==> src/sv/psct_fifo.sv <==
module psct_fifo #(
   parameter int WIDTH = 8,
   parameter int DEPTH = 2
) (
   input  logic             clock,
   input  logic             reset,
   input  logic             push,
   input  logic [WIDTH-1:0] wr_data,
   output logic             full,
   input  logic             pop,
   output logic [WIDTH-1:0] rd_data,
   output logic             empty
);

   localparam int PTR_W = (DEPTH > 1) ? $clog2(DEPTH) : 1;
   localparam int CNT_W = $clog2(DEPTH + 1);

   logic [WIDTH-1:0] mem_ff [DEPTH];
   logic [PTR_W-1:0] wr_ptr_ff, wr_ptr_in;
   logic [PTR_W-1:0] rd_ptr_ff, rd_ptr_in;
   logic [CNT_W-1:0] cnt_ff, cnt_in;
   logic             do_push, do_pop;

   assign full    = (cnt_ff == CNT_W'(DEPTH));
   assign empty   = (cnt_ff == '0);
   assign do_push = push && !full;
   assign do_pop  = pop && !empty;
   assign rd_data = mem_ff[rd_ptr_ff];

   always_comb begin
      wr_ptr_in = wr_ptr_ff;
      rd_ptr_in = rd_ptr_ff;
      cnt_in    = cnt_ff;
      if (do_push) begin
         wr_ptr_in = (wr_ptr_ff == PTR_W'(DEPTH - 1)) ? '0 : wr_ptr_ff + PTR_W'(1);
      end
      if (do_pop) begin
         rd_ptr_in = (rd_ptr_ff == PTR_W'(DEPTH - 1)) ? '0 : rd_ptr_ff + PTR_W'(1);
      end
      if (do_push && !do_pop) begin
         cnt_in = cnt_ff + CNT_W'(1);
      end else if (do_pop && !do_push) begin
         cnt_in = cnt_ff - CNT_W'(1);
      end
   end

   always_ff @(posedge clock) begin
      if (reset) begin
         wr_ptr_ff <= '0;
         rd_ptr_ff <= '0;
         cnt_ff    <= '0;
      end else begin
         wr_ptr_ff <= wr_ptr_in;
         rd_ptr_ff <= rd_ptr_in;
         cnt_ff    <= cnt_in;
      end
   end

   always_ff @(posedge clock) begin
      if (do_push) begin
         mem_ff[wr_ptr_ff] <= wr_data;
      end
   end

endmodule

==> config.mk <==
export PLATFORM = sky130hd
export DESIGN_NAME = psct_fifo
export DESIGN_NICKNAME = d
export VERILOG_FILES = /design/src/sv/psct_fifo.sv
export SDC_FILE = /design/constraint.sdc
export NUM_CORES = 1
export LEC_CHECK = 0
export ABC_AREA = 1
export BUFFER_PORTS_ARGS = -buffer_cell sky130_fd_sc_hd__clkbuf_2
export CORE_AREA = 2 2 55 57
export CTS_BUF_LIST = sky130_fd_sc_hd__clkbuf_8
export DETAILED_ROUTE_END_ITERATION = 8
export DIE_AREA = 0 0 57 59
export GPL_ROUTABILITY_DRIVEN = 0
export GPL_TIMING_DRIVEN = 0
export PLACE_DENSITY = 0.58
export RECOVER_POWER = 50
export SYNTH_ARGS = -nofsm -noshare
export SYNTH_HDL_FRONTEND = slang
export SYNTH_SLANG_ARGS = --single-unit
==> constraint.sdc <==
create_clock -name clock -period 1.9 [get_ports clock]
set_input_delay 0.19 -clock clock [delete_from_list [all_inputs] [get_ports clock]]
set_output_delay 0.19 -clock clock [all_outputs]
set_load 0.05 [all_outputs]
==> flow_metrics.py, run 1 <==
metrics = {
    "critical_path": {
        "critPathLaunch": "cnt_ff[0]$_SDFFE_PP0P_",
        "critical_path_class": "register to register",
        "startpoint_type": "register",
        "cp_cell_sequence": "o21ai_2 -> nor2_1",
        "cp.required_ns": 1.78,
        "worst-path-max-fanout": 8,
        "cp_slowest_cell": "nor2_1",
        "rr_startpoint": "cnt_ff[0]$_SDFFE_PP0P_",
        "crit_arrival_ns": 1.44,
        "max_stage_delay_ns": 0.58,
        "critPathCaptureType": "register",
    },
    "global_route": {
        "grt_pass1_wl_mm": 2.24,
        "grt_usage_pct": 8.95,
        "grt_max_degree": 12,
        "antenna_found_initial": 0,
        "first_global_vias": 544,
        "overflow": 0,
    },
    "flow_run": {
        "cap_violations": 0,
    },
    "cells_and_area": {
        "drive_gt1_share_pct": 32.2,
        "syn_to_final_growth_pct": 20.8,
        "final_common_cell": "edfxtp_1",
        "fin_util_pct": 36.9,
        "design_area_um2": 1000,
        "final_cells": 118,
        "nets": 101,
        "diodes": 0,
        "nFillCells": 277,
        "layout_common_cells": "edfxtp_1 (16), clkbuf_2 (13), nor2_1 (9)",
    },
    "clock_network": {
        "cts_tree": "yes",
        "clk_pin_slew_ns": 0.07,
        "root_buffer": "clkbuf_8",
        "holdBufCountCts": 0,
        "post-cts-setup-buffers": 0,
        "clk_latency_ns": 0.25,
        "h-tree-depth": 1,
        "cts_resized": 0,
        "clock_path_buffers": 2,
        "cts_sinks": 21,
        "numCtsBuffers": 3,
    },
    "sta": {
        "fin_skew_ns": 0.00142,
        "slew_violations": 0,
        "rsz0062_at_grt": "no",
        "period_share_pct": 81.9,
        "fin_crit_ns": 1.56,
        "tightest_slew_ns": 0.733,
        "layout_setup_ws_ns": 0.344,
        "max_freq_mhz": 643,
        "hold_viol_final": 0,
        "relSlewSlack_pct": 51.0,
        "hold_slack_ns": 0.131,
        "setup-violations-final": 0,
        "setup-tns-final_ns": 0,
    },
    "yosys": {
        "ys_seq_elements": 21,
        "yosysSeqAreaShare_pct": 70.1,
        "postSynthAreaPerCell_um2": 13.4,
        "synth_top_cell_by_area": "edfxtp_1",
        "synth_top_area_share_pct": 58.0,
        "synth_area_leaders": "edfxtp_1 (58%), dfxtp_1 (12%), mux2_2 (11%)",
        "synthesis.nets": 75,
        "synth.distinct_cells": 16,
        "syn_inst": 62,
        "synth_area_um2": 828,
        "ys_warn_count": 0,
    },
    "power_and_ir_drop": {
        "swShare_pct": 41.0,
        "pwr-share-seq_pct": 42.0,
        "vdd_drop_max_uv": 748,
        "power_density_nw_per_um2": 1500,
        "p_int_uw": 887,
        "power_switching_uw": 616,
        "finalPower_mw": 1.50,
        "leakage_nw": 0.399,
        "combinationalPowerShare_pct": 39.7,
        "clkPwrFrac_pct": 18.3,
    },
    "detailed_routing": {
        "vias": 527,
        "route.detailed.drc": 0,
        "wl_met1_um": 576,
        "drtPass1Iterations": 4,
        "wl_met2_um": 758,
        "wl_per_cell_um": 11.9,
        "dr_wl_met3_um": 61,
        "drt_iter0_drc": 12,
        "routed.top_layer": "met4",
        "drt-total-wl_mm": 1.40,
        "viasPerCell": 4.47,
        "ant_nets": 0,
    },
    "floorplan": {
        "core-area_um2": 2710,
        "ios": 22,
        "fp.dieH_um": 59,
        "rows": 19,
        "start_util_pct": 30.6,
        "dieArea_um2": 3360,
        "die_x_um": 57,
    },
    "placed_design": {
        "placedInstanceArea_um2": 972,
        "dpl.cell_count": 114,
        "portBuffers": 21,
        "hpwl_mm": 1.01,
        "pre_cts_ws_ns": 0.240,
    },
    "hold_path": {
        "hold_path_class": "input pin to register",
        "hold_path_startpoint": "wr_data[7]",
    },
    "run_status": {
        "outcome": "completed",
    },
}
[worst max-delay path: cells and delay by family (launching register included)]
kind	cells	cell delay, ns
compound gates	1	0.14
simple gates	1	0.58
flops	1	0.47
[area by class of cell]
cell class,instances,area [um^2],area share [%]
inverter,9,33.8,3.38
tap,31,38.8,3.88
sequential,21,581,58.0
clock buffer,3,41.3,4.13
multi-input combinational,31,203,20.2
buffer,1,5.00,0.500
timing repair buffer,21,95.1,9.50
clock inverter,1,3.75,0.375
[registers in the layout, indices dropped and copies added (netlist names), named ones only]
name	count
mem_ff	16
rd_ptr_ff	1
wr_ptr_ff	1
cnt_ff	2
[per-layer routing]
layer  GRT usage [%]  vias to the layer above
met4            2.99                        0
met1            9.23                      249
met5               0                        -
met3            2.62                        2
li1                -                      261
met2            17.2                       15
[cells in the mapped netlist (all sizes together)]
cell type and number:
nand2 4, nand4 1, o21ai 5, mux2 8
dfxtp 5, edfxtp 16, nor2 9, a21oi 1
nand3 1, inv 9, ha 1, buf 1
and2 1
[power groups by stage]
stage / Sequential [mW] / Combinational, mW / Clock [mW]
2_1_floorplan: 0.634 / 0.503 / 0
3_3_place_gp: 0.641 / 0.612 / 0
3_5_place_dp: 0.649 / 0.621 / 0
4_1_cts: 0.638 / 0.628 / 0.283
5_1_grt: 0.643 / 0.644 / 0.308
6_report: 0.631 / 0.597 / 0.274
[worst paths after layout]
check,to,slack [ns],cells after the start
worst max-delay path,mem_ff[1][5]$_DFFE_PP_,0.34,2
worst min-delay path,mem_ff[0][7]$_DFFE_PP_,0.13,1
worst max register to register,mem_ff[1][5]$_DFFE_PP_,0.34,2
worst min register to register,wr_ptr_ff$_SDFFE_PP0N_,0.53,2
[cells by family (layout without fill, tap and decap cells)]
kind of cell | count (synthesis) | in the layout | synth area share [%]
AOI/OAI and AO/OA | 6 | 6 | 4.53
adders and majority gates | 1 | 1 | 1.51
buffers and inverters | 10 | 35 | 4.68
muxes | 8 | 8 | 10.9
DFF | 21 | 21 | 70.1
and+or+nand+nor | 16 | 16 | 8.31
Note: power is estimated with default switching activity, not from simulation.
==> run 2: changes to the inputs <==
PLACE_DENSITY = 0.6   (was 0.58)
clock period = 1.3 ns   (was 1.9 ns; I/O delays follow)
==> run 2 against run 1 <==
The flow now finishes with violations (negative setup slack). Total power is 84% higher. Global-route usage is 0.23 points lower. Die area stayed put. Clock power is 48% higher. Largest cell class unchanged. Largest power group is now combinational logic. Highest routed layer unchanged.
==> flow_metrics.py, run 2 (synthesis gave the netlist of run 1 again) <==
metrics = {
    "run_status": {
        "outcome": "finished, violations left",
        "violations": "negative setup slack",
    },
    "sta": {
        "fin_crit_ns": 1.33,
        "max_freq_mhz": 753,
        "slew_violations": 0,
        "relSlewSlack_pct": 69.5,
        "period_share_pct": 102,
        "fin_skew_ns": 0.000753,
        "layout_setup_ws_ns": -0.0275,
        "hold_viol_final": 0,
        "tightest_slew_ns": 0.456,
        "setup-violations-final": 8,
        "rsz0062_at_grt": "yes",
    },
    "global_route": {
        "grt_usage_pct": 8.72,
        "overflow": 0,
        "antenna_found_initial": 0,
        "grt_pass1_wl_mm": 2.19,
        "grt_max_degree": 13,
        "first_global_vias": 530,
    },
    "clock_network": {
        "cts_tree": "yes",
        "clock_path_buffers": 2,
        "clk_latency_ns": 0.25,
        "root_buffer": "clkbuf_8",
        "clk_pin_slew_ns": 0.07,
        "cts_sinks": 21,
        "h-tree-depth": 1,
        "numCtsBuffers": 3,
        "holdBufCountCts": 0,
    },
    "hold_path": {
        "hold_path_class": "input pin to register",
    },
    "detailed_routing": {
        "ant_nets": 0,
        "drtPass1Iterations": 5,
        "drt_iter0_drc": 8,
        "viasPerCell": 4.53,
        "drt-total-wl_mm": 1.49,
        "route.detailed.drc": 0,
        "wl_per_cell_um": 11.9,
        "vias": 566,
    },
    "placed_design": {
        "portBuffers": 21,
        "pre_cts_ws_ns": -0.324,
        "placedInstanceArea_um2": 972,
        "hpwl_um": 962,
    },
    "critical_path": {
        "startpoint_type": "register",
        "crit_top_cell": "buf_8",
        "max_stage_delay_ns": 0.33,
        "rrSetupSlack_ns": 0.01,
        "cp_slowest_cell": "dfxtp_2",
        "critPathCaptureType": "primary output",
        "critical_path_class": "register to primary output",
        "crit_arrival_ns": 1.20,
        "cp.required_ns": 1.17,
        "cp_cell_sequence": "buf_8 -> mux2_4 -> buf_8",
        "worst-path-max-fanout": 8,
    },
    "cells_and_area": {
        "layout_common_cells": "edfxtp_1 (16), buf_8 (9), mux2_4 (8), clkbuf_2 (8)",
        "largest_reg_flops": 16,
        "design_area_um2": 1240,
        "fin_util_pct": 45.8,
        "diodes": 0,
        "largestRegisters": "mem_ff (16), cnt_ff (2)",
        "nFillCells": 263,
        "regMostFlops": "mem_ff",
        "nets": 108,
        "final_common_cell": "edfxtp_1",
        "syn_to_final_growth_pct": 50.0,
        "drive_gt1_share_pct": 56.4,
    },
    "floorplan": {
        "die_x_um": 57,
        "start_util_pct": 30.6,
        "fp.dieH_um": 59,
        "ios": 22,
        "rows": 19,
        "dieArea_um2": 3360,
        "core-area_um2": 2710,
    },
    "power_and_ir_drop": {
        "p_int_mw": 1.70,
        "vdd_drop_max_uv": 1290,
        "pwr-share-seq_pct": 34.2,
        "clkPwrFrac_pct": 14.7,
        "leakage_nw": 0.509,
        "power_density_nw_per_um2": 2220,
        "swShare_pct": 38.5,
        "power_switching_mw": 1.06,
        "combinationalPowerShare_pct": 51.1,
    },
    "flow_run": {
        "cap_violations": 0,
    },
}
==> run 2: cell type report <==
cell class	instances	area [um^2]	area share [%]
Sequential cell	21	587	47.2
Clock inverter	1	5.00	0.403
Inverter	9	36.3	2.92
Timing Repair Buffer	28	235	18.9
Multi-Input combinational cell	31	284	22.9
Clock buffer	3	41.3	3.32
Buffer	1	15.0	1.21
Tap cell	31	38.8	3.12
==> run 2: timing repair <==
item,4_1_cts,5_1_grt
gates cloned,0,0
gates resized for setup,36,18
setup buffers,2,5
setup endpoints to repair,26,26
pin swaps,1,6
==> run 2: routing by layer <==
metal  track usage, %  wire [um]  vias up
met5                0          0        -
met3             1.97         72        2
met4             3.99         12        0
met2             15.9        808       15
met1             9.66        596      273
li1                 -          -      276
==> run 2: through the flow <==
stage / TNS [ns] / std cells / hold WS [ns] / power (mW)
3_3_place_gp: -4.42 / 114 / 0.324 / 1.83
4_1_cts: -0.413 / 120 / 0.0611 / 2.57
6_report: -0.187 / 125 / 0.0691 / 2.76
5_1_grt: -0.476 / 125 / 0.0598 / 2.91
3_5_place_dp: -5.28 / 114 / 0.326 / 1.85
2_1_floorplan: -0.338 / 62 / 0.229 / 1.66
==> run 2: power by group through the flow <==
stage          Combinational (mW)  Sequential [mW]  Clock (mW)
2_1_floorplan               0.736            0.927           0
3_3_place_gp                0.893            0.937           0
3_5_place_dp                0.907            0.942           0
4_1_cts                      1.20            0.942       0.426
5_1_grt                      1.50            0.962       0.446
6_report                     1.41            0.945       0.406
==> run 2: path summary, 6_finish.rpt <==
path	from	endpoint	depth (start not counted)
hold reg to reg	wr_ptr_ff$_SDFFE_PP0N_	wr_ptr_ff$_SDFFE_PP0N_	2
setup reg to reg	cnt_ff[0]$_SDFFE_PP0P_	cnt_ff[1]$_SDFFE_PP0P_	8
hold / removal	wr_data[7]	mem_ff[0][7]$_DFFE_PP_	1
setup / recovery	register	rd_data[0]	3
==> run 2: critical path, delay by kind of cell (launching register included) <==
kind | cells | cell delay, ns
DFF | 1 | 0.33
buffers and inverters | 2 | 0.29
muxes | 1 | 0.32
