**config.mk**
```make
export PLATFORM = sky130hd
export DESIGN_NAME = psct_front
export DESIGN_NICKNAME = d
export VERILOG_FILES = /design/src/sv/psct_pkg.sv /design/src/sv/psct_front.sv
export SDC_FILE = /design/constraint.sdc
export NUM_CORES = 2
export LEC_CHECK = 0
export BUFFER_PORTS_ARGS = -buffer_cell sky130_fd_sc_hd__buf_2
export CORE_ASPECT_RATIO = 1.2
export CORE_MARGIN = 4
export CORE_UTILIZATION = 49
export CTS_CLUSTER_SIZE = 24
export DETAILED_ROUTE_END_ITERATION = 8
export GPL_TIMING_DRIVEN = 0
export PLACE_DENSITY = 0.67
export REMOVE_ABC_BUFFERS = 1
export SLEW_MARGIN = 20
export SYNTH_ARGS = -nofsm -noshare
export SYNTH_HDL_FRONTEND = slang
export SYNTH_SLANG_ARGS = --single-unit
export TNS_END_PERCENT = 20
```
**constraint.sdc**
```tcl
create_clock -name clock -period 13.3 [get_ports clock]
set_clock_uncertainty 0.15 [all_clocks]
set_input_delay 2.66 -clock clock [delete_from_list [all_inputs] [get_ports clock]]
set_output_delay 2.66 -clock clock [all_outputs]
set_load 0.02 [all_outputs]
```
**src/sv/psct_pkg.sv**
```systemverilog
package psct_pkg;

   localparam int MAX_PROCESSES_DEF = 64;
   localparam int NUM_SYSCALLS_DEF  = 512;

   localparam int PID_W      = 22;
   localparam int SYSCALL_W  = 9;
   localparam int STATUS_W   = 3;
   localparam int SLOT_OUT_W = 6;
   localparam int COUNT_W    = 32;

   localparam int CMD_DEPTH = 2;
   localparam int RSP_DEPTH = 2;

   localparam logic FUNC_COUNT   = 1'b0;
   localparam logic FUNC_RELEASE = 1'b1;

   typedef enum logic [STATUS_W-1:0] {
      ST_COUNTED   = 3'd0,
      ST_ALLOCATED = 3'd1,
      ST_FULL      = 3'd2,
      ST_RELEASED  = 3'd3,
      ST_IGNORED   = 3'd4
   } status_type;

   typedef struct packed {
      logic                 func;
      logic [PID_W-1:0]     pid;
      logic [SYSCALL_W-1:0] sys_num;
   } req_type;

   typedef struct packed {
      status_type            status;
      logic [SLOT_OUT_W-1:0] slot;
      logic [COUNT_W-1:0]    count;
   } rsp_type;

   typedef enum logic {
      FE_IDLE,
      FE_LOOKUP
   } fe_state_type;

   typedef enum logic [2:0] {
      BE_INIT,
      BE_IDLE,
      BE_READ,
      BE_CLEAR,
      BE_RESULT
   } be_state_type;

endpackage

```
**src/sv/psct_front.sv**
```systemverilog
module psct_front #(
   parameter int  MAX_PROCESSES = psct_pkg::MAX_PROCESSES_DEF,
   parameter int  NUM_SYSCALLS  = psct_pkg::NUM_SYSCALLS_DEF,
   localparam int SLOT_W = (MAX_PROCESSES > 1) ? $clog2(MAX_PROCESSES) : 1,
   localparam int SYS_W  = (NUM_SYSCALLS > 1) ? $clog2(NUM_SYSCALLS) : 1,
   localparam int CMD_W  = psct_pkg::STATUS_W + SLOT_W + SYS_W
) (
   input  logic              clock,
   input  logic              reset,
   input  logic              accept,
   input  psct_pkg::req_type req_data,
   output logic              busy,
   output logic              cmd_push,
   output logic [CMD_W-1:0]  cmd_data,
   input  logic              cmd_full
);

   import psct_pkg::*;

   typedef struct packed {
      status_type        status;
      logic [SLOT_W-1:0] slot;
      logic [SYS_W-1:0]  sys;
   } cmd_type;

   fe_state_type             state_ff, state_in;
   req_type                  item_ff;
   logic [MAX_PROCESSES-1:0] match_ff, match_in;
   logic [MAX_PROCESSES-1:0] free_ff;
   logic [MAX_PROCESSES-1:0] valid_ff, valid_in;
   logic [PID_W-1:0]         pid_ff [MAX_PROCESSES];
   logic                     pid_we;
   logic [SLOT_W-1:0]        hit_idx, free_idx;
   logic                     hit, any_free;
   cmd_type                  cmd;

   always_comb begin
      for (int k = 0; k < MAX_PROCESSES; k++) begin
         match_in[k] = valid_ff[k] && (pid_ff[k] == req_data.pid);
      end
   end

   // Lowest index wins for both the pid match and the free slot search.
   always_comb begin
      hit_idx  = '0;
      free_idx = '0;
      for (int k = MAX_PROCESSES - 1; k >= 0; k--) begin
         if (match_ff[k]) begin
            hit_idx = SLOT_W'(k);
         end
         if (free_ff[k]) begin
            free_idx = SLOT_W'(k);
         end
      end
   end

   assign hit      = |match_ff;
   assign any_free = |free_ff;
   assign busy     = (state_ff != FE_IDLE);
   assign cmd_data = cmd;

   always_comb begin
      state_in   = state_ff;
      valid_in   = valid_ff;
      pid_we     = 1'b0;
      cmd_push   = 1'b0;
      cmd.status = ST_IGNORED;
      cmd.slot   = '0;
      cmd.sys    = SYS_W'(item_ff.sys_num);
      case (state_ff)
         FE_IDLE: begin
            if (accept) begin
               state_in = FE_LOOKUP;
            end
         end
         FE_LOOKUP: begin
            if (item_ff.func == FUNC_RELEASE) begin
               if (hit) begin
                  cmd.status = ST_RELEASED;
                  cmd.slot   = hit_idx;
               end
            end else if (int'(item_ff.sys_num) < NUM_SYSCALLS) begin
               if (hit) begin
                  cmd.status = ST_COUNTED;
                  cmd.slot   = hit_idx;
               end else if (any_free) begin
                  cmd.status = ST_ALLOCATED;
                  cmd.slot   = free_idx;
               end else begin
                  cmd.status = ST_FULL;
               end
            end
            if (!cmd_full) begin
               cmd_push = 1'b1;
               state_in = FE_IDLE;
               if (cmd.status == ST_RELEASED) begin
                  valid_in[hit_idx] = 1'b0;
               end else if (cmd.status == ST_ALLOCATED) begin
                  valid_in[free_idx] = 1'b1;
                  pid_we             = 1'b1;
               end
            end
         end
         default: begin
            state_in = FE_IDLE;
         end
      endcase
   end

   always_ff @(posedge clock) begin
      if (reset) begin
         state_ff <= FE_IDLE;
         valid_ff <= '0;
      end else begin
         state_ff <= state_in;
         valid_ff <= valid_in;
      end
   end

   always_ff @(posedge clock) begin
      if (accept && (state_ff == FE_IDLE)) begin
         item_ff  <= req_data;
         match_ff <= match_in;
         free_ff  <= ~valid_ff;
      end
      if (pid_we) begin
         pid_ff[free_idx] <= item_ff.pid;
      end
   end

endmodule

```
==> impl_metrics.prom <==
# TYPE chip_impl_metric gauge
chip_impl_info{name="run_status",value="finished, final reports clean"} 1
chip_impl_metric{name="worstPathRequired",unit="ps"} 10490
chip_impl_metric{name="synth.cell_area",unit="µm²"} 68860
chip_impl_metric{name="postSynthRegisterBits",unit=""} 1633
chip_impl_metric{name="globalplace.congestion",unit=""} 0.9528
chip_impl_metric{name="tritoncts.num_buffers",unit=""} 157
chip_impl_metric{name="fin_hold_viols",unit=""} 0
chip_impl_info{name="cp-end-kind",value="primary output"} 1
chip_impl_info{name="timing.setup.critical_path_class",value="flip-flop to primary output"} 1
chip_impl_metric{name="hold_buffers",unit=""} 0
chip_impl_info{name="top_library_cells_by_usage_in_the_layout_fill_and_taps_aside",value="1,568 x sky130_fd_sc_hd__edfxtp_1, 960 x sky130_fd_sc_hd__xor2_1, 448 x sky130_fd_sc_hd__xnor2_1, 225 x sky130_fd_sc_hd__nor4_1, 198 x sky130_fd_sc_hd__nand4_1"} 1
chip_impl_metric{name="worst-slew-pin-transition",unit="ps"} 1187
chip_impl_metric{name="post_route_cells_drive_above_1_share",unit="%"} 12.97
chip_impl_metric{name="drtIter0Drc",unit=""} 4938
chip_impl_info{name="ctsRootBufferMaster",value="sky130_fd_sc_hd__clkbuf_16"} 1
chip_impl_metric{name="place.port_buffers",unit=""} 55
chip_impl_metric{name="timing.final.crit_share",unit="%"} 53.97
chip_impl_metric{name="final_max_slew_viol_count",unit=""} 0
chip_impl_metric{name="gr-usage-all-layers",unit="%"} 27.42
chip_impl_metric{name="fmax",unit="GHz"} 0.1393
chip_impl_metric{name="finalCriticalPeriod",unit="ps"} 7178
chip_impl_metric{name="finish.net_count",unit=""} 4774
chip_impl_info{name="synth_top_cells_by_area",value="sky130_fd_sc_hd__edfxtp_1 68%, sky130_fd_sc_hd__xor2_1 12%, sky130_fd_sc_hd__xnor2_1 5.7%"} 1
chip_impl_metric{name="worst-endpoint-arrival",unit="ps"} 4370
chip_impl_metric{name="total_die_area",unit="µm²"} 146600
chip_impl_metric{name="worstPathMaxFanout",unit=""} 8
chip_impl_metric{name="post_cts_resized",unit=""} 0
chip_impl_metric{name="initial_core_util",unit="%"} 49.38
chip_impl_metric{name="synth_edf_count",unit=""} 1568
chip_impl_metric{name="wire_length_per_cell",unit="µm"} 30.04
chip_impl_info{name="path_cells",value="nor4_1 -> nand3_2 -> nor4_4 -> nand2_4 -> a21boi_0 -> buf_2"} 1
chip_impl_metric{name="grt_overflow",unit=""} 0
chip_impl_metric{name="clkLatencyLatePin",unit="ps"} 810
chip_impl_metric{name="number_of_max_cap_violations",unit=""} 0
chip_impl_metric{name="pin_count_of_the_biggest_net_entering_global_routing",unit=""} 42
chip_impl_metric{name="nFillCells",unit=""} 10490
chip_impl_metric{name="power.density_cell_area",unit="nW/µm²"} 134.2
chip_impl_metric{name="global_route_wire_length_before_repair",unit="mm"} 284.6
chip_impl_metric{name="multi_input_comb_area",unit="µm²"} 19550
chip_impl_metric{name="synthesis.yosys.warnings",unit=""} 0
chip_impl_metric{name="cts_max_path_buffers",unit=""} 3
chip_impl_metric{name="dpl-instance-area",unit="µm²"} 74940
chip_impl_metric{name="grt_antenna_before_repair",unit=""} 4
chip_impl_metric{name="finalSetupViolCount",unit=""} 0
chip_impl_metric{name="worst-r2r-setup-slack",unit="ps"} 8270
chip_impl_metric{name="post_layout_nonfiller_instances",unit=""} 6692
chip_impl_metric{name="drtPass1Iterations",unit=""} 6
chip_impl_info{name="timing.rr.start",value="match_ff[52]"} 1
chip_impl_info{name="rsz0062_at_grt",value="false"} 1
chip_impl_metric{name="die_x",unit="µm"} 350.2
chip_impl_metric{name="io_pins",unit=""} 56
chip_impl_info{name="critPathLaunch",value="match_ff[52]"} 1
chip_impl_info{name="netlist.top_cell.by_area",value="sky130_fd_sc_hd__edfxtp_1"} 1
chip_impl_metric{name="detail_route.drc_violations",unit=""} 0
chip_impl_info{name="crit_path_start_kind",value="flip-flop"} 1
chip_impl_metric{name="vias",unit=""} 40060
chip_impl_info{name="timing.rr.end",value="pid_ff[47][18]"} 1
chip_impl_info{name="worstSetupEndpoint",value="cmd_data[15]"} 1
chip_impl_metric{name="synthDistinctLibCells",unit=""} 87
chip_impl_metric{name="coreArea",unit="µm²"} 139400
chip_impl_metric{name="layout.area.seq",unit="µm²"} 48390
chip_impl_metric{name="ys_async_sr_fraction",unit="%"} 0
chip_impl_metric{name="cts.reportedPaths.clkPinSlew",unit="ps"} 60
chip_impl_metric{name="slew_headroom",unit="%"} 20.47
chip_impl_metric{name="cts_num_sinks",unit=""} 1633
chip_impl_info{name="mostFrequentLayoutCell",value="sky130_fd_sc_hd__edfxtp_1"} 1
chip_impl_metric{name="synthesis.instances",unit=""} 4486
chip_impl_info{name="tritoncts_clock_tree",value="built"} 1
chip_impl_metric{name="cts_htree_levels",unit=""} 4
chip_impl_info{name="hp-class",value="flip-flop to flip-flop"} 1
chip_impl_metric{name="ir_worst_vdd",unit="µV"} 140.1
chip_impl_metric{name="synthesis.area_per_instance",unit="µm²"} 15.35
chip_impl_info{name="synth_top_flop_cell",value="sky130_fd_sc_hd__edfxtp_1"} 1
chip_impl_metric{name="place_inst",unit=""} 6403
chip_impl_metric{name="hpwl",unit="mm"} 128.3
chip_impl_metric{name="detail_route.wirelength",unit="mm"} 201.0
chip_impl_metric{name="synthToLayoutAreaGrowth",unit="%"} 16.01
chip_impl_metric{name="post-cts-setup-buffer-count",unit=""} 0
chip_impl_metric{name="finalInstanceArea",unit="µm²"} 79890
chip_impl_metric{name="worst_r2r_path_depth",unit=""} 8
chip_impl_metric{name="antenna_left",unit=""} 0
chip_impl_metric{name="vias_per_cell",unit=""} 5.986
chip_impl_metric{name="chipHeight",unit="µm"} 418.7
chip_impl_metric{name="grt_pass1_vias",unit=""} 38950
chip_impl_metric{name="utilization",unit="%"} 57.29
chip_impl_metric{name="seq_area_frac_synth",unit="%"} 70.27
chip_impl_metric{name="power.leakage",unit="µW"} 0.02549
chip_impl_metric{name="synthDominantCellAreaShare",unit="%"} 68.38
chip_impl_metric{name="std_cell_rows",unit=""} 150
chip_impl_info{name="crit_path_top_delay_cell",value="sky130_fd_sc_hd__nor4_1"} 1
chip_impl_metric{name="cp_slowest_stage_delay",unit="ps"} 950
[cells by family (layout without fill, tap and decap cells)]
| family | Yosys count | in the layout | synth area share, % |
|---|---|---|---|
| other | 0 | 3 | 0 |
| buffers and inverters | 294 | 673 | 1.661 |
| AOI/OAI and AO/OA | 282 | 282 | 2.786 |
| DFF | 1633 | 1633 | 70.27 |
| and+or+nand+nor | 869 | 869 | 7.379 |
| xor gates and xnor gates | 1408 | 1408 | 17.91 |
[power by group]
| group | internal (µW) | switching [µW] |
|---|---|---|
| clock | 2400 | 1940 |
| sequential | 5660 | 45.5 |
| combinational | 235 | 453 |
[critical path: cells and delay by family, from the launching register on]
family                 cells  cell delay [ps]
AOI/OAI and AO/OA          1              830
buffers and inverters      1              310
DFF                        1              520
and+or+nand+nor            4             1910
[cell usage after synthesis (5+ instances only)]
library cell               instances
sky130_fd_sc_hd__a211oi_1          7
sky130_fd_sc_hd__a21boi_0          5
sky130_fd_sc_hd__a21oi_1          41
sky130_fd_sc_hd__buf_1            56
sky130_fd_sc_hd__buf_4             9
sky130_fd_sc_hd__clkbuf_1        116
sky130_fd_sc_hd__dfxtp_1          65
sky130_fd_sc_hd__edfxtp_1       1568
sky130_fd_sc_hd__inv_1           108
sky130_fd_sc_hd__nand2_1          39
sky130_fd_sc_hd__nand2b_1         17
sky130_fd_sc_hd__nand3_1           8
sky130_fd_sc_hd__nand3_4           6
sky130_fd_sc_hd__nand4_1         198
sky130_fd_sc_hd__nor2_1          128
sky130_fd_sc_hd__nor2b_1          10
sky130_fd_sc_hd__nor3_1          164
sky130_fd_sc_hd__nor4_1          225
sky130_fd_sc_hd__nor4_2            7
sky130_fd_sc_hd__o211ai_1         48
sky130_fd_sc_hd__o21a_1            6
sky130_fd_sc_hd__o21ai_0          45
sky130_fd_sc_hd__o21ai_1          50
sky130_fd_sc_hd__o21bai_1          5
sky130_fd_sc_hd__o311ai_0         11
sky130_fd_sc_hd__o31ai_1           8
sky130_fd_sc_hd__or2_2             6
sky130_fd_sc_hd__or3_1            12
sky130_fd_sc_hd__or4_1            13
sky130_fd_sc_hd__xnor2_1         448
sky130_fd_sc_hd__xor2_1          960
[through the flow]
step | total power (µW) | hold slack (ps) | setup slack (ps) | setup TNS (ps)
2_1_floorplan | 6036 | 288.1 | 2845 | 0
3_3_place_gp | 6407 | 309.6 | -2692 | -426020
3_5_place_dp | 6494 | 311.7 | 6944 | 0
4_1_cts | 10770 | 327.1 | 6167 | 0
5_1_grt | 11010 | 338.6 | 6111 | 0
6_report | 10720 | 330.9 | 6122 | 0
[sequential cells by signal, indices dropped and copies added, names as in the netlist]
| name | flops |
|---|---|
| cmd_data | 9 |
| free_ff | 64 |
| pid_ff | 1408 |
| item_ff | 23 |
| busy | 1 |
| match_ff | 64 |
| valid_ff | 64 |
[final cells by class]
type	count	share of cell area [%]
clock buffers	194	5.208
inverters	108	0.5074
repair buffers	279	5.405
multi-input cells	2559	24.47
well taps	1824	2.857
clock inverters	92	0.9757
diodes	3	0.009397
flip-flops and latches	1633	60.57
[worst min-delay path by stage]
stage | from | to | slack [ps] | depth (start not counted)
CTS | valid_ff[61] | free_ff[61] | 330 | 1
finish | valid_ff[20] | free_ff[20] | 330 | 1
global placement | valid_ff[61] | free_ff[61] | 310 | 1
floorplan | valid_ff[10] | free_ff[10] | 290 | 1
global route | valid_ff[61] | free_ff[61] | 340 | 1
detailed placement | valid_ff[61] | free_ff[61] | 310 | 1
[layer usage]
layer	global-route usage, %	wire [µm]
met2	46.31	99090
met3	4.377	15620
met5	0	0
met1	36.37	79190
met4	9.229	7100
Note: power is estimated with default switching activity, not from simulation.
